## config.mk

```make
export PLATFORM = sky130hd
export DESIGN_NAME = aarch64_branch_decode_evaluate
export DESIGN_NICKNAME = d
export VERILOG_FILES = /design/src/sv/abde_pkg.sv /design/src/sv/abde_front.sv /design/src/sv/abde_queue.sv /design/src/sv/abde_back.sv /design/src/sv/aarch64_branch_decode_evaluate.sv
export SDC_FILE = /design/constraint.sdc
export NUM_CORES = 2
export LEC_CHECK = 0
export ABC_AREA = 0
export BUFFER_PORTS_ARGS = -buffer_cell sky130_fd_sc_hd__buf_2
export CAP_MARGIN = 30
export CORE_UTILIZATION = 60
export CTS_CLUSTER_SIZE = 25
export DETAILED_ROUTE_END_ITERATION = 6
export GPL_TIMING_DRIVEN = 0
export PLACE_DENSITY = 0.8
export SETUP_SLACK_MARGIN = 0.05
export SLEW_MARGIN = 25
export SYNTH_ARGS = -nofsm -noshare
export SYNTH_HDL_FRONTEND = slang
export SYNTH_SLANG_ARGS = --single-unit
```

## constraint.sdc

```tcl
create_clock -name clk -period 20 [get_ports clk]
set_clock_uncertainty 0.2 [all_clocks]
set_input_delay 4 -clock clk [delete_from_list [all_inputs] [get_ports clk]]
set_output_delay 4 -clock clk [all_outputs]
set_load 0.01 [all_outputs]
```

## src/sv/abde_pkg.sv

```systemverilog
// Shared types and constants of the branch decode and evaluate block.
`timescale 1ns / 1ps

package abde_pkg;

	// Opcode patterns and masks of the recognised instruction groups
	localparam logic [31:0] OP_BCOND   = 32'h5400_0000;
	localparam logic [31:0] MASK_BCOND = 32'hFF00_0000;
	localparam logic [31:0] MASK_CMPTST = 32'h7E00_0000;
	localparam logic [31:0] OP_CMP     = 32'h3400_0000;
	localparam logic [31:0] OP_TST     = 32'h3600_0000;
	localparam logic [31:0] MASK_SEL   = 32'h7FE0_0000;
	localparam logic [31:0] OP_SEL     = 32'h1A80_0000;

	localparam int OFF_W = 21;	// byte offset of a 19-bit word immediate

	typedef enum logic [2:0] {
		KIND_BCOND = 3'd0,
		KIND_CBZ   = 3'd1,
		KIND_CBNZ  = 3'd2,
		KIND_TBZ   = 3'd3,
		KIND_TBNZ  = 3'd4,
		KIND_CSEL  = 3'd5,
		KIND_WATCH = 3'd6,
		KIND_ERROR = 3'd7
	} kind_t;

	// Classified item, handed from the front end to the back end
	typedef struct packed {
		kind_t             kind;
		logic              rbit;
		logic              taken;
		logic [3:0]        cond;
		logic [4:0]        ridx;
		logic [OFF_W-1:0]  off;
		logic [63:0]       pc;
		logic [63:0]       next;
		logic [63:0]       rstart;
		logic [63:0]       rend;
	} dec_t;

	// Finished result
	typedef struct packed {
		kind_t       kind;
		logic        rbit;
		logic        taken;
		logic [63:0] target;
		logic [3:0]  cond;
		logic [4:0]  ridx;
		logic        leaves;
		logic [63:0] exit_addr;
	} res_t;

endpackage

```

## src/sv/abde_front.sv

```systemverilog
// Front end: decode and classify each instruction, evaluate its condition.
`timescale 1ns / 1ps

module abde_front (
	input  logic            clk,
	input  logic            arst_n,
	input  logic            in_valid,
	output logic            in_ready,
	input  logic [31:0]     instr_word,
	input  logic [63:0]     pc,
	input  logic [3:0]      flags_nzcv,
	input  logic [63:0]     reg_value,
	input  logic            watch_enable,
	input  logic            watch_is_64bit,
	input  logic [63:0]     region_start,
	input  logic [63:0]     region_end,
	output logic            dec_valid,
	input  logic            dec_ready,
	output abde_pkg::dec_t  dec
);
	import abde_pkg::*;

	logic  v_s1;
	dec_t  dec_s1;
	dec_t  dec_c;
	logic  zero32;
	logic  zero64;
	logic  tbit;
	logic  alias_inv;
	logic [3:0] sel_cond;

	function automatic logic cond_holds(input logic [3:0] code, input logic [3:0] nzcv);
		logic n, z, c, v, r;
		n = nzcv[3];
		z = nzcv[2];
		c = nzcv[1];
		v = nzcv[0];
		unique case (code)
			4'h0: r = z;
			4'h1: r = !z;
			4'h2: r = c;
			4'h3: r = !c;
			4'h4: r = n;
			4'h5: r = !n;
			4'h6: r = v;
			4'h7: r = !v;
			4'h8: r = c && !z;
			4'h9: r = !c || z;
			4'hA: r = (n == v);
			4'hB: r = (n != v);
			4'hC: r = !z && (n == v);
			4'hD: r = z || (n != v);
			default: r = 1'b1;
		endcase
		return r;
	endfunction

	assign zero32    = (reg_value[31:0] == 32'd0);
	assign zero64    = zero32 && (reg_value[63:32] == 32'd0);
	assign tbit      = reg_value[{instr_word[31], instr_word[23:19]}];
	assign alias_inv = (instr_word[11:10] != 2'b00) && (instr_word[9:5] == instr_word[20:16]);
	assign sel_cond  = instr_word[15:12] ^ {3'b000, alias_inv};

	always_comb begin
		dec_c        = '0;
		dec_c.pc     = pc;
		dec_c.next   = pc + 64'd4;
		dec_c.rstart = region_start;
		dec_c.rend   = region_end;
		dec_c.off    = OFF_W'(4);
		priority if ((instr_word & MASK_BCOND) == OP_BCOND) begin
			dec_c.kind  = KIND_BCOND;
			dec_c.cond  = instr_word[3:0];
			dec_c.taken = cond_holds(instr_word[3:0], flags_nzcv);
			dec_c.off   = {instr_word[23:5], 2'b00};
		end else if ((instr_word & MASK_CMPTST) == OP_CMP) begin
			dec_c.kind  = instr_word[24] ? KIND_CBNZ : KIND_CBZ;
			dec_c.ridx  = instr_word[4:0];
			dec_c.taken = instr_word[24] ^ (instr_word[31] ? zero64 : zero32);
			dec_c.off   = {instr_word[23:5], 2'b00};
		end else if ((instr_word & MASK_CMPTST) == OP_TST) begin
			dec_c.kind  = instr_word[24] ? KIND_TBNZ : KIND_TBZ;
			dec_c.ridx  = instr_word[4:0];
			dec_c.taken = !(instr_word[24] ^ tbit);
			dec_c.off   = {{5{instr_word[18]}}, instr_word[18:5], 2'b00};
		end else if ((instr_word & MASK_SEL) == OP_SEL) begin
			dec_c.kind  = KIND_CSEL;
			dec_c.cond  = sel_cond;
			dec_c.taken = cond_holds(sel_cond, flags_nzcv);
		end else if (watch_enable) begin
			dec_c.kind  = KIND_WATCH;
			dec_c.rbit  = watch_is_64bit ? !zero64 : !zero32;
		end else begin
			// error: every field but the kind reads as zero
			dec_c       = '0;
			dec_c.kind  = KIND_ERROR;
		end
		if (dec_c.kind != KIND_WATCH) begin
			dec_c.rbit = dec_c.taken;
		end
	end

	assign in_ready  = !v_s1 || dec_ready;
	assign dec_valid = v_s1;
	assign dec       = dec_s1;

	always_ff @(posedge clk or negedge arst_n) begin
		if (!arst_n) begin
			v_s1 <= 1'b0;
		end else if (in_ready) begin
			v_s1 <= in_valid;
		end
	end

	always_ff @(posedge clk) begin
		if (in_valid && in_ready) begin
			dec_s1 <= dec_c;
		end
	end

endmodule

```

## src/sv/abde_queue.sv

```systemverilog
// Short queue of classified items between the front end and the back end.
`timescale 1ns / 1ps

module abde_queue #(
	parameter int DEPTH = 2
) (
	input  logic            clk,
	input  logic            arst_n,
	input  logic            push_valid,
	output logic            push_ready,
	input  abde_pkg::dec_t  push_data,
	output logic            pop_valid,
	input  logic            pop_ready,
	output abde_pkg::dec_t  pop_data
);
	import abde_pkg::*;

	localparam int PW = (DEPTH > 1) ? $clog2(DEPTH) : 1;
	localparam int CW = $clog2(DEPTH + 1);

	dec_t            mem_q [DEPTH];
	logic [PW-1:0]   wptr_q;
	logic [PW-1:0]   rptr_q;
	logic [CW-1:0]   cnt_q;
	logic            push;
	logic            pop;

	assign push_ready = (cnt_q != CW'(DEPTH));
	assign pop_valid  = (cnt_q != '0);
	assign pop_data   = mem_q[rptr_q];
	assign push       = push_valid && push_ready;
	assign pop        = pop_valid && pop_ready;

	always_ff @(posedge clk or negedge arst_n) begin
		if (!arst_n) begin
			wptr_q <= '0;
			rptr_q <= '0;
			cnt_q  <= '0;
		end else begin
			if (push) begin
				wptr_q <= (wptr_q == PW'(DEPTH - 1)) ? '0 : wptr_q + 1'b1;
			end
			if (pop) begin
				rptr_q <= (rptr_q == PW'(DEPTH - 1)) ? '0 : rptr_q + 1'b1;
			end
			unique case ({push, pop})
				2'b10:   cnt_q <= cnt_q + 1'b1;
				2'b01:   cnt_q <= cnt_q - 1'b1;
				default: cnt_q <= cnt_q;
			endcase
		end
	end

	always_ff @(posedge clk) begin
		if (push) begin
			mem_q[wptr_q] <= push_data;
		end
	end

`ifndef SYNTHESIS
	a_cnt_bound: assert property (@(posedge clk) disable iff (!arst_n)
		cnt_q <= CW'(DEPTH))
		else $error("queue fill count beyond depth");
	a_cnt_up: assert property (@(posedge clk) disable iff (!arst_n)
		(push && !pop) |=> (cnt_q == $past(cnt_q) + 1'b1))
		else $error("queue fill count missed a push");
	a_ptr_gap: assert property (@(posedge clk) disable iff (!arst_n)
		(cnt_q == '0) |-> (wptr_q == rptr_q))
		else $error("queue pointers differ while empty");
`endif

endmodule

```

## src/sv/abde_back.sv

```systemverilog
// Back end: target address, region checks and the output register.
`timescale 1ns / 1ps

module abde_back (
	input  logic            clk,
	input  logic            arst_n,
	input  logic            dec_valid,
	output logic            dec_ready,
	input  abde_pkg::dec_t  dec,
	output logic            res_valid,
	input  logic            res_ready,
	output abde_pkg::res_t  res
);
	import abde_pkg::*;

	typedef struct packed {
		kind_t       kind;
		logic        rbit;
		logic        taken;
		logic [3:0]  cond;
		logic [4:0]  ridx;
		logic [63:0] target;
		logic [63:0] next;
		logic [63:0] rstart;
		logic [63:0] rend;
		logic        fall_out;
	} exe_t;

	logic  v_s2;
	logic  v_s3;
	exe_t  exe_s2;
	res_t  res_s3;
	exe_t  exe_c;
	res_t  res_c;
	logic  ready_s3;

	// Stage 2: add the sign-extended offset, check the fall-through
	always_comb begin
		exe_c.kind     = dec.kind;
		exe_c.rbit     = dec.rbit;
		exe_c.taken    = dec.taken;
		exe_c.cond     = dec.cond;
		exe_c.ridx     = dec.ridx;
		exe_c.target   = dec.pc + {{(64 - OFF_W){dec.off[OFF_W-1]}}, dec.off};
		exe_c.next     = dec.next;
		exe_c.rstart   = dec.rstart;
		exe_c.rend     = dec.rend;
		exe_c.fall_out = (dec.next > dec.rend);
	end

	// Stage 3: check the taken target against both bounds, or use the fall-through check
	always_comb begin
		res_c.kind      = exe_s2.kind;
		res_c.rbit      = exe_s2.rbit;
		res_c.taken     = exe_s2.taken;
		res_c.target    = exe_s2.target;
		res_c.cond      = exe_s2.cond;
		res_c.ridx      = exe_s2.ridx;
		res_c.leaves    = exe_s2.taken
			? ((exe_s2.target < exe_s2.rstart) || (exe_s2.target > exe_s2.rend))
			: exe_s2.fall_out;
		res_c.exit_addr = exe_s2.taken ? exe_s2.target : exe_s2.next;
	end

	assign ready_s3  = !v_s3 || res_ready;
	assign dec_ready = !v_s2 || ready_s3;
	assign res_valid = v_s3;
	assign res       = res_s3;

	always_ff @(posedge clk or negedge arst_n) begin
		if (!arst_n) begin
			v_s2 <= 1'b0;
			v_s3 <= 1'b0;
		end else begin
			if (dec_ready) begin
				v_s2 <= dec_valid;
			end
			if (ready_s3) begin
				v_s3 <= v_s2;
			end
		end
	end

	always_ff @(posedge clk) begin
		if (dec_valid && dec_ready) begin
			exe_s2 <= exe_c;
		end
		if (v_s2 && ready_s3) begin
			res_s3 <= res_c;
		end
	end

`ifndef SYNTHESIS
	a_err_zero: assert property (@(posedge clk) disable iff (!arst_n)
		(v_s3 && res_s3.kind == KIND_ERROR) |->
		(!res_s3.taken && !res_s3.leaves && res_s3.target == 64'd0 && res_s3.exit_addr == 64'd0))
		else $error("error result carries nonzero fields");
	a_taken_exit: assert property (@(posedge clk) disable iff (!arst_n)
		(v_s3 && res_s3.taken) |-> (res_s3.exit_addr == res_s3.target))
		else $error("taken branch exits away from its target");
	a_watch: assert property (@(posedge clk) disable iff (!arst_n)
		(v_s3 && res_s3.kind == KIND_WATCH) |->
		(!res_s3.taken && res_s3.target == res_s3.exit_addr))
		else $error("watch result marked taken or off fall-through");
	a_rbit: assert property (@(posedge clk) disable iff (!arst_n)
		(v_s3 && res_s3.kind != KIND_WATCH) |-> (res_s3.rbit == res_s3.taken))
		else $error("recorded bit differs from taken");
`endif

endmodule

```

## src/sv/aarch64_branch_decode_evaluate.sv

```systemverilog
// Top level of the AArch64 conditional branch decode and evaluate block.
`timescale 1ns / 1ps

// Channel   Dir  Width  Transfer when
// s_axis    in   296    s_axis_tvalid && s_axis_tready: one executed instruction
// m_axis    out  144    m_axis_tvalid && m_axis_tready: one evaluated result
//
// One transfer in and one out per cycle sustained while m_axis_tready stays high;
// every instruction gives one result. m_axis_tvalid rises once the transfer edge has
// loaded the front end decode register and the item has then passed a queue entry, the
// target adder stage and the region compare/output register, in that order.
// The queue between front and back end holds QUEUE_DEPTH items, so an output stall
// backs up into the queue before s_axis_tready drops.
// arst_n clears all valid flags and queue pointers; no clearing pass is needed.

module aarch64_branch_decode_evaluate #(
	parameter int QUEUE_DEPTH = 2
) (
	input  logic         clk,
	input  logic         arst_n,
	input  logic         s_axis_tvalid,
	output logic         s_axis_tready,
	// instr_word[31:0], pc[95:32], flags_nzcv[99:96], reg_value[163:100],
	// watch_enable[164], watch_is_64bit[165], region_start[229:166],
	// region_end[293:230], zero[295:294]
	input  logic [295:0] s_axis_tdata,
	output logic         m_axis_tvalid,
	input  logic         m_axis_tready,
	// kind[2:0], result_bit[3], taken[4], branch_target[68:5], effective_cond[72:69],
	// register_index[77:73], leaves_region[78], exit_addr[142:79], zero[143]
	output logic [143:0] m_axis_tdata
);
	import abde_pkg::*;

	logic  fq_valid;
	logic  fq_ready;
	dec_t  fq_data;
	logic  qb_valid;
	logic  qb_ready;
	dec_t  qb_data;
	res_t  res;

	// Decode and classify; condition flags and register tests resolve here
	abde_front u_front (
		.clk            (clk),
		.arst_n         (arst_n),
		.in_valid       (s_axis_tvalid),
		.in_ready       (s_axis_tready),
		.instr_word     (s_axis_tdata[31:0]),
		.pc             (s_axis_tdata[95:32]),
		.flags_nzcv     (s_axis_tdata[99:96]),
		.reg_value      (s_axis_tdata[163:100]),
		.watch_enable   (s_axis_tdata[164]),
		.watch_is_64bit (s_axis_tdata[165]),
		.region_start   (s_axis_tdata[229:166]),
		.region_end     (s_axis_tdata[293:230]),
		.dec_valid      (fq_valid),
		.dec_ready      (fq_ready),
		.dec            (fq_data)
	);

	// Decouple the two halves so each can stall on its own
	abde_queue #(
		.DEPTH (QUEUE_DEPTH)
	) u_queue (
		.clk        (clk),
		.arst_n     (arst_n),
		.push_valid (fq_valid),
		.push_ready (fq_ready),
		.push_data  (fq_data),
		.pop_valid  (qb_valid),
		.pop_ready  (qb_ready),
		.pop_data   (qb_data)
	);

	// Target address, region exit and output register
	abde_back u_back (
		.clk       (clk),
		.arst_n    (arst_n),
		.dec_valid (qb_valid),
		.dec_ready (qb_ready),
		.dec       (qb_data),
		.res_valid (m_axis_tvalid),
		.res_ready (m_axis_tready),
		.res       (res)
	);

	// Pack the result, first field in the lowest bits, pad the top bit with zero
	assign m_axis_tdata = {1'b0, res.exit_addr, res.leaves, res.ridx, res.cond,
		res.target, res.taken, res.rbit, res.kind};

endmodule
```

==> flow_summary_export.csv <==
group,metric,value,unit
synth,yosysSeqAreaShare,70.0,%
floorplan,ioPinCount,446,
setup_path,crit_required,20.25,ns
power_and_ir_drop,vdd_drop_max,81.7,uV
sta,tns,0,ns
placement,placed_area,0.0600,mm2
synth,async_flop_share,0.547,%
setup_path,critical_path_class,"in2reg",
floorplan,dieHeight,304,um
synth,netlist_area,0.0548,mm2
synth,ys_seq_elements,1280,
global_route,grt_pass1_vias,31952,
cts,cts_buffer_depth,3,
floorplan,num_rows,110,
sta,fmax,143,MHz
routing,routedWlPerCell,23.8,um
sta,drv_slew,0,
synth,ys_types,74,
power_and_ir_drop,power.density,176,mW/mm2
hold_path,hold_depth,0,
synth,synth_nets,4042,
cells_and_area,area_delta_synth_final,17.3,%
sta,slew-limit-headroom,27.0,%
setup_path,setup.worst_path.start_class,"input pin",
global_route,grt_overflow_total,0,
sta,hold_violations,0,
cells_and_area,final_common_cell,"edfxtp_1",
cells_and_area,fin_nets,4672,
floorplan,dieArea,0.0926,mm2
synth,yosys_warnings,0,
routing,vias,31711,
sta,rsz0062_at_grt,"no",
cts,cts_hold_buf,0,
cells_and_area,finish.instance_area,0.0643,mm2
sta,period_share,34.9,%
routing,via_per_inst,5.85,
setup_path,crit_fanout,10,
cells_and_area,drive_gt1_share,24.4,%
routing,ant_nets,0,
routing,drc,1,
global_route,grt_max_degree,48,
status,violations,"design-rule violations",
global_route,grt.met2_usage,47.5,%
setup_path,ff2ff_path_depth,15,
setup_path,crit_arrival,7.22,ns
synth,synth_area_per_cell,15.7,um2
floorplan,chipWidth,304,um
cts,cts_resized,0,
power_and_ir_drop,cellLeakagePower,24.7,nW
placement,gp_congestion,0.913,
global_route,busiest_layer,"met2",
cts,h-tree-depth,4,
global_route,antenna_found_initial,36,
sta,setup_viol,0,
global_route,grt_util_met1,35.4,%
global_route,grt_pass1_wl,190000,um
routing,drt-pass1-iter-count,7,
floorplan,start_util,60.7,%
global_route,grt_util_met3,5.12,%
sta,final.min_clock_period,6.97,ns
placement,numPortBuffers,436,
synth,synth_cells,3487,
cts,clock_sinks,1280,
cells_and_area,final_cell_mix,"edfxtp_1, buf_2, mux2_2",
cts,cts_tree,"yes",
synth,synthFlopType,"edfxtp_1",
routing,drt_iter0_markers,2822,
cts,clk_pin_slew_worst_paths,0.06,ns
status,status,"finished, violations left",
setup_path,cp-end-kind,"register",
routing,wirelength,129000,um
cts,root_buffer,"clkbuf_16",
cts,numCtsBuffers,132,
cts,cts_setup_buffers,0,
cts,clk_latency,0.74,ns
hold_path,hp-class,"reg2reg",
floorplan,core-area,0.0903,mm2
sta,tightest_slew,1.09,ns
flow_run,max_cap_viol_count,0,
synth,synth_edf_count,1273,
placement,dp_hpwl,93600,um
global_route,track_usage,27.8,%
flip-flops by register name (all words and copies together), names as in the netlist:
name	flops
u_queue.mem_q	574
u_queue.cnt_q	2
u_front.dec_valid	1
u_back.res_valid	1
u_back.v_s2	1
u_back.exe_s2	269
u_queue.wptr_q	1
u_front.dec	287
u_queue.rptr_q	1
u_back.res	143
through the flow:
| step | setup WS, ns | instances | hold WS [ns] | utilization (%) | power (W) |
|---|---|---|---|---|---|
| 2_1_floorplan | 0.610 | 3487 | 0.200 | - | 0.00753 |
| 3_3_place_gp | -7.67 | 5099 | 0.203 | 64.8 | 0.00899 |
| 3_5_place_dp | 12.36 | 5159 | 0.211 | 66.4 | 0.00886 |
| 4_1_cts | 13.15 | 5399 | 0.217 | 71.2 | 0.0113 |
| 5_1_grt | 12.91 | 5413 | 0.225 | 71.2 | 0.0119 |
| 6_report | 13.03 | 5422 | 0.220 | 71.2 | 0.0113 |
worst max-delay path, cell delays in order:
cell     delay, ns
buf_2         0.15
ha_1          0.28
nand3_1       0.26
or3_1         0.46
or2_1         0.31
or2_1         0.24
buf_2         0.21
nor4_2        0.29
nand4_1       0.29
buf_2         0.29
nor3_1        0.20
xnor2_1       0.17
nor2_1        0.07
synth_stat cells, types with 21 or more instances:
cell type	number	area, um2
edfxtp_1	1273	38200
mux2_2	282	3180
ha_1	254	3180
inv_1	225	845
nor2b_1	222	1390
a21oi_1	137	686
nor2_1	123	462
nand2_1	106	398
a21o_1	85	638
clkbuf_1	79	297
o21ai_0	76	380
mux2i_1	71	711
xnor2_1	66	578
nand4_1	56	350
xor2_1	56	490
nand3_1	50	250
and2_1	24	150
nand2b_1	23	144
nor4_1	22	138
and3_1	21	131
mux4_2	21	473
kinds of logic after synthesis:
family | synth area share, %
flip-flops | 70.0
adder cells (fa/ha/maj) | 5.83
XOR/XNOR | 1.99
buffers and inverters | 2.27
AND/OR/NAND/NOR | 7.09
AO/OA/AOI/OAI | 4.85
multiplexers | 7.95
other | 0.00684
power breakdown:
group | switching, W | internal, W
Sequential | 0.000376 | 0.00430
Clock | 0.00102 | 0.00140
Combinational | 0.00249 | 0.00170
routing by layer:
layer	vias to the layer above	routed length [um]
li1	14478	-
met1	15752	50100
met2	1210	65100
met3	245	9280
met4	26	4260
met5	-	156
final cells by class:
class	instances	area, um2
antenna	23	57.6
buffer	98	417
clock buffer	159	3450
clock inverter	81	853
fill	5727	26000
inverter	225	845
multi-input combinational	1884	15200
sequential	1280	38400
tap	1176	1470
timing repair buffer	496	3580
final timing paths:
path	start	end	slack (ns)
max	s_axis_tdata[34]	u_front.dec[186]	13.03
min	u_front.dec[245]	u_queue.mem_q[1][245]	0.22
max reg2reg	u_queue.rptr_q	u_back.exe_s2[254]	13.46
min reg2reg	u_front.dec[245]	u_queue.mem_q[1][245]	0.22
max in group asynchronous	arst_n	u_queue.cnt_q[1]	16.54
min in group asynchronous	arst_n	u_back.res_valid	2.90
(Power assumes the default switching activity.)
